**src/hw/rtl/ssa_pkg.sv**
```systemverilog
// Shared sizes, request codes and status codes of the session slot allocator.
package ssa_pkg;

    localparam int SLOTS        = 64;
    localparam int IDX_W        = $clog2(SLOTS);
    localparam int CNT_W        = IDX_W + 1;
    localparam int CONTEXT_BITS = 32;
    localparam int REQ_W        = 3;
    localparam int STATUS_W     = 2;
    localparam int CFG_W        = 7;

    localparam logic [CFG_W-1:0] ACTIVE_RESET = CFG_W'(SLOTS);

    typedef enum logic [REQ_W-1:0] {
        REQ_INSERT   = 3'd0,
        REQ_REMOVE   = 3'd1,
        REQ_GET      = 3'd2,
        REQ_ACQUIRE  = 3'd3,
        REQ_RELEASE  = 3'd4,
        REQ_INACTIVE = 3'd5,
        REQ_READ     = 3'd6,
        REQ_NONE     = 3'd7
    } t_req_e;

    typedef enum logic [STATUS_W-1:0] {
        ST_OK     = 2'd0,
        ST_FULL   = 2'd1,
        ST_LOCKED = 2'd2,
        ST_RANGE  = 2'd3
    } t_status_e;

endpackage

```
**src/hw/rtl/ssa_req_if.sv**
```systemverilog
// Request channel interface of the session slot allocator.
interface ssa_req_if;
    logic                               valid;
    logic                               ready;
    logic [ssa_pkg::REQ_W-1:0]          req_type;
    logic [ssa_pkg::IDX_W-1:0]          slot_index;
    logic [ssa_pkg::CONTEXT_BITS-1:0]   context_req;
    logic                               free_hook;

    modport source (output valid, req_type, slot_index, context_req, free_hook,
                    input ready);
    modport sink   (input valid, req_type, slot_index, context_req, free_hook,
                    output ready);
endinterface

```
**src/hw/rtl/ssa_rsp_if.sv**
```systemverilog
// Response channel interface of the session slot allocator.
interface ssa_rsp_if;
    logic                               valid;
    logic                               ready;
    logic [ssa_pkg::STATUS_W-1:0]       status;
    logic [ssa_pkg::IDX_W-1:0]          result_index;
    logic [ssa_pkg::CONTEXT_BITS-1:0]   context_out;
    logic                               in_use;
    logic                               call_free;

    modport source (output valid, status, result_index, context_out, in_use, call_free,
                    input ready);
    modport sink   (input valid, status, result_index, context_out, in_use, call_free,
                    output ready);
endinterface

```
**src/hw/rtl/session_slot_allocator.sv**
```systemverilog
// Session slot table with next-fit allocation, lock, context and free-hook handling.
// One request is handled at a time; ready is high only while the sequencer is idle, and
// a finished response waits in the output register without blocking the next request.
// Addressed requests (remove, get, acquire, release, mark inactive, read mark) are
// accepted, have their index checked and then read the context memory; an index out of
// range or the unused request code ends after the check.
// Insert is accepted, then count subtractions bring a stale search start below the active
// slot count, a further pass finds the start in range, and one to the active count of
// slots are scanned; one slot is examined per cycle by a single pointer increment and wrap
// compare. Any finishing step waits while the output is stalled. Per-slot flags
// live in flops that reset clears at once, so no clearing pass follows reset.
module session_slot_allocator (
    input  logic                       i_clk,
    input  logic                       i_rst_n,
    input  logic                       i_cfg_we,
    input  logic [ssa_pkg::CFG_W-1:0]  i_cfg_wdata,
    ssa_req_if.sink                    i_req,
    ssa_rsp_if.source                  o_rsp
);

    typedef enum logic [2:0] {
        S_IDLE,
        S_NORM,
        S_SCAN,
        S_CHECK,
        S_EXEC
    } t_state_e;

    t_state_e                          r_state;
    logic [ssa_pkg::CFG_W-1:0]         r_active;
    logic [ssa_pkg::IDX_W-1:0]         r_next_start;

    logic [ssa_pkg::SLOTS-1:0]         r_used;
    logic [ssa_pkg::SLOTS-1:0]         r_locked;
    logic [ssa_pkg::SLOTS-1:0]         r_hook;
    logic [ssa_pkg::SLOTS-1:0]         r_ctx_valid;
    logic [ssa_pkg::CONTEXT_BITS-1:0]  r_ctx_mem [ssa_pkg::SLOTS];
    logic [ssa_pkg::CONTEXT_BITS-1:0]  r_rd_data;

    ssa_pkg::t_req_e                   r_req;
    logic [ssa_pkg::IDX_W-1:0]         r_idx;
    logic [ssa_pkg::CONTEXT_BITS-1:0]  r_ctx;
    logic                              r_new_hook;
    logic [ssa_pkg::IDX_W-1:0]         r_pos;
    logic [ssa_pkg::CNT_W-1:0]         r_cnt;

    logic                              r_out_valid;
    ssa_pkg::t_status_e                r_status;
    logic [ssa_pkg::IDX_W-1:0]         r_res_idx;
    logic [ssa_pkg::CONTEXT_BITS-1:0]  r_ctx_out;
    logic                              r_in_use;
    logic                              r_call_free;

    logic [ssa_pkg::CFG_W-1:0]         w_count;
    logic [ssa_pkg::CNT_W-1:0]         w_pos_inc;
    logic                              w_pos_wrap;
    logic [ssa_pkg::IDX_W-1:0]         n_pos;
    logic                              w_out_free;
    logic                              w_slot_free;
    logic                              w_idx_bad;
    logic                              w_mem_we;
    logic [ssa_pkg::CONTEXT_BITS-1:0]  w_ctx_rd;

    // Clamp the active count to 1..SLOTS.
    always_comb begin
        if (r_active == '0) begin
            w_count = ssa_pkg::CFG_W'(1);
        end else if (r_active > ssa_pkg::CFG_W'(ssa_pkg::SLOTS)) begin
            w_count = ssa_pkg::CFG_W'(ssa_pkg::SLOTS);
        end else begin
            w_count = r_active;
        end
    end

    // Shared pointer unit: increment and wrap at the active count.
    assign w_pos_inc   = {1'b0, r_pos} + ssa_pkg::CNT_W'(1);
    assign w_pos_wrap  = (ssa_pkg::CFG_W'(w_pos_inc) == w_count);
    assign n_pos       = w_pos_wrap ? '0 : w_pos_inc[ssa_pkg::IDX_W-1:0];

    assign w_out_free  = !r_out_valid || o_rsp.ready;
    assign w_slot_free = !r_locked[r_pos] && !r_used[r_pos];
    assign w_idx_bad   = (ssa_pkg::CFG_W'(r_idx) >= w_count);
    assign w_mem_we    = (r_state == S_SCAN) && w_slot_free && w_out_free;
    assign w_ctx_rd    = r_ctx_valid[r_idx] ? r_rd_data : '0;

    always_ff @(posedge i_clk) begin
        if (w_mem_we) begin
            r_ctx_mem[r_pos] <= r_ctx;
        end
        r_rd_data <= r_ctx_mem[r_idx];
    end

    always_ff @(posedge i_clk) begin
        if (!i_rst_n) begin
            r_state      <= S_IDLE;
            r_active     <= ssa_pkg::ACTIVE_RESET;
            r_next_start <= '0;
            r_used       <= '0;
            r_locked     <= '0;
            r_hook       <= '0;
            r_ctx_valid  <= '0;
            r_out_valid  <= 1'b0;
        end else begin
            if (i_cfg_we) begin
                r_active <= i_cfg_wdata;
            end
            if (o_rsp.ready) begin
                r_out_valid <= 1'b0;
            end

            unique case (r_state)
                S_IDLE: begin
                    if (i_req.valid) begin
                        r_req      <= ssa_pkg::t_req_e'(i_req.req_type);
                        r_idx      <= i_req.slot_index;
                        r_ctx      <= i_req.context_req;
                        r_new_hook <= i_req.free_hook;
                        r_pos      <= r_next_start;
                        r_cnt      <= '0;
                        if (ssa_pkg::t_req_e'(i_req.req_type) == ssa_pkg::REQ_INSERT) begin
                            r_state <= S_NORM;
                        end else begin
                            r_state <= S_CHECK;
                        end
                    end
                end

                // Bring a stale start below the count by repeated subtraction.
                S_NORM: begin
                    if (ssa_pkg::CFG_W'(r_pos) >= w_count) begin
                        r_pos <= r_pos - w_count[ssa_pkg::IDX_W-1:0];
                    end else begin
                        r_state <= S_SCAN;
                    end
                end

                S_SCAN: begin
                    if (w_slot_free) begin
                        if (w_out_free) begin
                            r_used[r_pos]      <= 1'b1;
                            r_ctx_valid[r_pos] <= 1'b1;
                            r_hook[r_pos]      <= r_new_hook;
                            r_next_start       <= n_pos;
                            r_out_valid        <= 1'b1;
                            r_status           <= ssa_pkg::ST_OK;
                            r_res_idx          <= r_pos;
                            r_ctx_out          <= '0;
                            r_in_use           <= 1'b1;
                            r_call_free        <= 1'b0;
                            r_state            <= S_IDLE;
                        end
                    end else if (ssa_pkg::CFG_W'(r_cnt) + ssa_pkg::CFG_W'(1) == w_count) begin
                        if (w_out_free) begin
                            r_out_valid <= 1'b1;
                            r_status    <= ssa_pkg::ST_FULL;
                            r_res_idx   <= '0;
                            r_ctx_out   <= '0;
                            r_in_use    <= 1'b0;
                            r_call_free <= 1'b0;
                            r_state     <= S_IDLE;
                        end
                    end else begin
                        r_pos <= n_pos;
                        r_cnt <= r_cnt + ssa_pkg::CNT_W'(1);
                    end
                end

                S_CHECK: begin
                    if (r_req == ssa_pkg::REQ_NONE || w_idx_bad) begin
                        if (w_out_free) begin
                            r_out_valid <= 1'b1;
                            r_status    <= (r_req == ssa_pkg::REQ_NONE) ? ssa_pkg::ST_OK
                                                                      : ssa_pkg::ST_RANGE;
                            r_res_idx   <= r_idx;
                            r_ctx_out   <= '0;
                            r_in_use    <= 1'b0;
                            r_call_free <= 1'b0;
                            r_state     <= S_IDLE;
                        end
                    end else begin
                        r_state <= S_EXEC;
                    end
                end

                S_EXEC: begin
                    if (w_out_free) begin
                        r_out_valid <= 1'b1;
                        r_res_idx   <= r_idx;
                        r_status    <= ssa_pkg::ST_OK;
                        r_ctx_out   <= '0;
                        r_in_use    <= r_used[r_idx];
                        r_call_free <= 1'b0;
                        r_state     <= S_IDLE;
                        unique case (r_req)
                            ssa_pkg::REQ_REMOVE: begin
                                r_ctx_out          <= w_ctx_rd;
                                r_call_free        <= r_hook[r_idx];
                                r_in_use           <= 1'b0;
                                r_used[r_idx]      <= 1'b0;
                                r_ctx_valid[r_idx] <= 1'b0;
                                r_hook[r_idx]      <= 1'b0;
                            end
                            ssa_pkg::REQ_GET: begin
                                r_ctx_out <= w_ctx_rd;
                            end
                            ssa_pkg::REQ_ACQUIRE: begin
                                if (r_locked[r_idx]) begin
                                    r_status <= ssa_pkg::ST_LOCKED;
                                end else begin
                                    r_locked[r_idx] <= 1'b1;
                                    r_ctx_out       <= w_ctx_rd;
                                end
                            end
                            ssa_pkg::REQ_RELEASE: begin
                                r_locked[r_idx] <= 1'b0;
                            end
                            ssa_pkg::REQ_INACTIVE: begin
                                r_used[r_idx] <= 1'b0;
                                r_in_use      <= 1'b0;
                            end
                            default: begin
                                // read mark: report only
                            end
                        endcase
                    end
                end

                default: begin
                    r_state <= S_IDLE;
                end
            endcase
        end
    end

    assign i_req.ready        = (r_state == S_IDLE);
    assign o_rsp.valid        = r_out_valid;
    assign o_rsp.status       = r_status;
    assign o_rsp.result_index = r_res_idx;
    assign o_rsp.context_out  = r_ctx_out;
    assign o_rsp.in_use       = r_in_use;
    assign o_rsp.call_free    = r_call_free;

`ifndef ASSERT_OFF
    a_scan_pos_in_range: assert property (@(posedge i_clk) disable iff (!i_rst_n)
        (r_state == S_SCAN) |-> (ssa_pkg::CFG_W'(r_pos) < w_count))
        else $error("scan pointer beyond active slot count");

    a_scan_cnt_bounded: assert property (@(posedge i_clk) disable iff (!i_rst_n)
        (r_state == S_SCAN) |-> (ssa_pkg::CFG_W'(r_cnt) < w_count))
        else $error("scan examined more slots than active");

    a_grant_marks_slot: assert property (@(posedge i_clk) disable iff (!i_rst_n)
        w_mem_we |=> (r_used[$past(r_pos)] && r_out_valid && r_res_idx == $past(r_pos)))
        else $error("granted slot not marked in use");

    a_remove_clears: assert property (@(posedge i_clk) disable iff (!i_rst_n)
        (r_state == S_EXEC && w_out_free && r_req == ssa_pkg::REQ_REMOVE)
        |=> (!r_used[$past(r_idx)] && !r_ctx_valid[$past(r_idx)]))
        else $error("removed slot still holds state");
`endif

endmodule
```
**src/flat_wrapper.sv**
```systemverilog
// flat-port wrapper written by rule: the top's interface ports become plain ports
module session_slot_allocator_flat 
  (i_clk, i_rst_n, i_cfg_we, i_cfg_wdata, i_req_valid, i_req_req_type, i_req_slot_index, i_req_context_req, i_req_free_hook, i_req_ready, o_rsp_valid, o_rsp_status, o_rsp_result_index, o_rsp_context_out, o_rsp_in_use, o_rsp_call_free, o_rsp_ready);
  ssa_req_if i_req_i ();
  ssa_rsp_if o_rsp_i ();
  input  logic i_clk;
  input  logic i_rst_n;
  input  logic i_cfg_we;
  input  logic [ssa_pkg::CFG_W-1:0] i_cfg_wdata;
  input wire logic [$bits(i_req_i.valid)-1:0] i_req_valid;
  input wire logic [$bits(i_req_i.req_type)-1:0] i_req_req_type;
  input wire logic [$bits(i_req_i.slot_index)-1:0] i_req_slot_index;
  input wire logic [$bits(i_req_i.context_req)-1:0] i_req_context_req;
  input wire logic [$bits(i_req_i.free_hook)-1:0] i_req_free_hook;
  output wire logic [$bits(i_req_i.ready)-1:0] i_req_ready;
  output wire logic [$bits(o_rsp_i.valid)-1:0] o_rsp_valid;
  output wire logic [$bits(o_rsp_i.status)-1:0] o_rsp_status;
  output wire logic [$bits(o_rsp_i.result_index)-1:0] o_rsp_result_index;
  output wire logic [$bits(o_rsp_i.context_out)-1:0] o_rsp_context_out;
  output wire logic [$bits(o_rsp_i.in_use)-1:0] o_rsp_in_use;
  output wire logic [$bits(o_rsp_i.call_free)-1:0] o_rsp_call_free;
  input wire logic [$bits(o_rsp_i.ready)-1:0] o_rsp_ready;
  assign i_req_i.valid = i_req_valid;
  assign i_req_i.req_type = i_req_req_type;
  assign i_req_i.slot_index = i_req_slot_index;
  assign i_req_i.context_req = i_req_context_req;
  assign i_req_i.free_hook = i_req_free_hook;
  assign i_req_ready = i_req_i.ready;
  assign o_rsp_valid = o_rsp_i.valid;
  assign o_rsp_status = o_rsp_i.status;
  assign o_rsp_result_index = o_rsp_i.result_index;
  assign o_rsp_context_out = o_rsp_i.context_out;
  assign o_rsp_in_use = o_rsp_i.in_use;
  assign o_rsp_call_free = o_rsp_i.call_free;
  assign o_rsp_i.ready = o_rsp_ready;
  session_slot_allocator u_core (.i_clk(i_clk), .i_rst_n(i_rst_n), .i_cfg_we(i_cfg_we), .i_cfg_wdata(i_cfg_wdata), .i_req(i_req_i), .o_rsp(o_rsp_i));
endmodule
```
**config.mk**
```make
export PLATFORM = sky130hd
export DESIGN_NAME = session_slot_allocator_flat
export DESIGN_NICKNAME = d
export VERILOG_FILES = /design/src/hw/rtl/ssa_pkg.sv /design/src/hw/rtl/ssa_req_if.sv /design/src/hw/rtl/ssa_rsp_if.sv /design/src/hw/rtl/session_slot_allocator.sv /design/src/flat_wrapper.sv
export SDC_FILE = /design/constraint.sdc
export NUM_CORES = 2
export LEC_CHECK = 0
export BUFFER_PORTS_ARGS = -buffer_cell sky130_fd_sc_hd__buf_2
export CORE_MARGIN = 10
export CORE_UTILIZATION = 60
export CTS_BUF_LIST = sky130_fd_sc_hd__clkbuf_2
export CTS_CLUSTER_DIAMETER = 200
export DETAILED_ROUTE_END_ITERATION = 7
export PLACE_DENSITY = 0.76
export SLEW_MARGIN = 30
export SYNTH_ARGS = -nofsm -noshare
export SYNTH_HDL_FRONTEND = slang
export SYNTH_SLANG_ARGS = --single-unit
```
**constraint.sdc**
```tcl
create_clock -name i_clk -period 5.6 [get_ports i_clk]
set_input_delay 0.56 -clock i_clk [delete_from_list [all_inputs] [get_ports i_clk]]
set_output_delay 0.56 -clock i_clk [all_outputs]
set_load 0.01 [all_outputs]
```
==> results.cfg <==
[sta]
final.setup_skew_ps = 187
period_minus_slack_ps = 4700
worst_slew_pin_slew_ps = 1240
slew_violations = 0
finalSetupViolCount = 0
period_share = 0.839
finalHoldViolCount = 0
clock.fmax_mhz = 213
fin_setup_tns_ps = 0
rsz0062_at_grt = no
maxSlewHeadroom = 0.173
whs_ps = 129

[drt]
drc = 0
antenna_left = 0
drt_iter0_markers = 12300
vias = 65900
via_per_inst = 7.12
routed_wl_um = 307000
drt_first_pass_iters = 7
wl_per_cell_um = 33.2

[clock_network]
htree_num_levels = 6
cts_resized = 0
clock-sinks = 2450
cts_max_path_buffers = 4
clockRootBuffer = clkbuf_2
insertion_delay_ps = 1860
cts_tree = done
cts_made_buffers = 594
post-cts-setup-buffers = 0
path_clk_slew_ps = 130

[finish]
final_nets = 6836
multi_input_area_um2 = 22100
postLayoutCellArea_um2 = 105000
layout_common_cells = edfxtp_1 (2145), clkbuf_2 (868), a22oi_1 (599)
fillers = 10500
drive_gt1_frac = 0.202
final_common_cell = edfxtp_1
ff_latch_area_um2 = 70500
area_delta_synth_final_pct = 11.5

[floorplanning]
coreArea_um2 = 156000
dieArea_um2 = 173000
fp-row-count = 145
fp.dieH_um = 417
ioPinCount = 98
die_w_um = 417
start_util = 0.604

[logic_synthesis]
syn_nets = 6244
synth_top_area_frac = 0.683
synthFlopType = edfxtp_1
async_reset_ff_frac = 0
syn_inst = 6175
synth.area.top_cells = edfxtp_1 (68%), dfxtp_1 (6.5%), a22oi_1 (4.8%), a221oi_1 (2.8%), a22o_1 (2.3%)
synth.distinct_cells = 81
ys_seq_elements = 2450
yosysWarnings = 0
synth_top_area_cell = edfxtp_1
synth_edf_count = 2145
avgSynthCellArea_um2 = 15.3
synthesis.area_um2 = 94300
seq_area_frac_synth = 0.747

[grt]
grt_max_degree = 129
antenna_found_initial = 19
grt_pass1_wl_um = 437000
grt_pass1_vias = 62800
overflow = 0
grt.total_usage = 0.343

[power_and_ir_drop]
cellPowerDensity_nw_per_um2 = 332
leakagePower_nw = 33.6
ir_drop_mv = 0.227
finalPower_mw = 34.9

[critical_path]
crit_required_ps = 7020
r2r-start = u_core.r_pos[0]$_DFFE_PP_
crit_type = reg -> reg
critPathLaunchType = register
ff2ff_path_depth = 10
cp-end-kind = register
cp.arrival_ps = 6120
path_max_fanout = 36
rr_endpoint = u_core.r_ctx_mem[9][15]$_DFFE_PP_
rrSetupSlack_ps = 900

[hold_path]
hold_path_end = u_core.r_ctx[15]$_DFFE_PP_
worst_hold_startpoint = i_req_context_req[15]
hold_depth = 3
hold_class = in -> reg

[place]
gp_congestion = 0.995
dp_hpwl_um = 175000
postPlaceCellArea_um2 = 98400
io_buffer_count = 97

[job]
drv_cap = 0

[outcome]
outcome = finished, final reports clean
[critical path: stages, from the launching register on]
cell and delay, ps:
edfxtp_1 660, buf_4 310, nand2b_1 390, o22ai_1 150, o21ai_0 360, o2111a_1 260
o2111a_1 360, nand4_4 430, buf_12 370, nor2_4 690, buf_4 380
[registers in the layout (all words and copies together), names as in the netlist, 2 cells and up, named ones only]
name	cells
u_core.o_rsp.context_out	32
u_core.o_rsp.result_index	6
u_core.o_rsp.status	2
u_core.r_active	7
u_core.r_cnt	7
u_core.r_ctx	32
u_core.r_ctx_mem	2048
u_core.r_ctx_valid	64
u_core.r_hook	64
u_core.r_idx	6
u_core.r_next_start	6
u_core.r_pos	6
u_core.r_rd_data	32
u_core.r_req	3
u_core.r_state	3
u_core.r_used	64
[power by group]
part	switching (mW)	total (mW)	internal [mW]	leakage, nW
combinational	2.32	3.18	0.859	7.90
sequential	0.207	20.4	20.2	21.8
clock	6.96	11.3	4.38	3.97
total	9.49	34.9	25.5	33.6
[cells in the mapped netlist (19+ instances only)]
master	instances
nand4_1	98
o21ai_1	56
a31oi_1	215
a22o_1	253
o221a_2	62
buf_1	91
buf_2	96
o2bb2ai_1	55
a221oi_1	300
edfxtp_1	2145
a22oi_1	599
o211ai_1	74
a311o_1	25
a222oi_1	20
nor3_1	74
a21oi_1	285
nand2b_1	19
o21ai_0	99
mux2i_1	33
inv_1	55
nand3_1	85
nor4_1	34
dfxtp_1	305
and2_1	48
nand2_1	264
o31ai_1	38
nor2_1	213
clkbuf_1	303
[metal layers]
layer / track usage / wire [um] / part of all wire / up-vias
met4: 0.186 / 18900 / 0.061 / 12
met5: 0 / 79 / 0.00026 / -
met3: 0.0916 / 45100 / 0.15 / 991
li1: - / - / - / 27000
met2: 0.513 / 136000 / 0.44 / 6049
met1: 0.461 / 107000 / 0.35 / 31900
[final cells by class]
cell class	instances	area share
well taps	2058	0.0245
clock inverters	146	0.00706
flip-flops and latches	2450	0.671
clock buffers	868	0.0413
diodes	19	0.000452
multi-input cells	3164	0.211
inverters	56	0.00200
repair buffers	501	0.0436
[logic make-up (layout without fill, tap and decap cells)]
group	Yosys count	in the layout	synth area share
DFF	2450	2450	0.747
buffers and inverters	561	1571	0.0246
other	0	19	0
adders and majority gates	15	15	0.00207
muxes	55	55	0.00684
xor gates and xnor gates	21	21	0.00195
AOI/OAI and AO/OA	2175	2175	0.171
and+or+nand+nor	898	898	0.0457
[how the worst max path moves through the flow]
stage / from / to / slack (ps) / cells past startpoint
finish: u_core.r_pos[0]$_DFFE_PP_ / u_core.r_ctx_mem[9][15]$_DFFE_PP_ / 900 / 10
detailed placement: u_core.r_pos[1]$_DFFE_PP_ / u_core.r_ctx_mem[9][20]$_DFFE_PP_ / 1020 / 10
global route: u_core.r_pos[1]$_DFFE_PP_ / u_core.r_hook[22]$_SDFFE_PN0P_ / 710 / 12
global placement: u_core.r_pos[0]$_DFFE_PP_ / u_core.r_ctx_mem[9][28]$_DFFE_PP_ / 1090 / 10
CTS: u_core.r_pos[1]$_DFFE_PP_ / u_core.r_used[32]$_SDFFE_PN0P_ / 1030 / 12
floorplan: u_core.r_pos[0]$_DFFE_PP_ / u_core.r_used[56]$_SDFFE_PN0P_ / 580 / 10
[repair_timing]
action / in CTS / in global routing
setup endpoints to repair: 0 / 0
endpoints found under the hold margin: 359 / 0
hold buffers: 160 / 0
[per-stage QoR]
stage               std cells  setup WS, ps   util
CTS                      9243          1030  0.673
floorplan                6175           582      -
global route             9254           707  0.673
global placement         8069          1090  0.630
detailed placement       8069          1020  0.630
finish                   9262           903  0.673
Power figures use the tool's default switching activity.
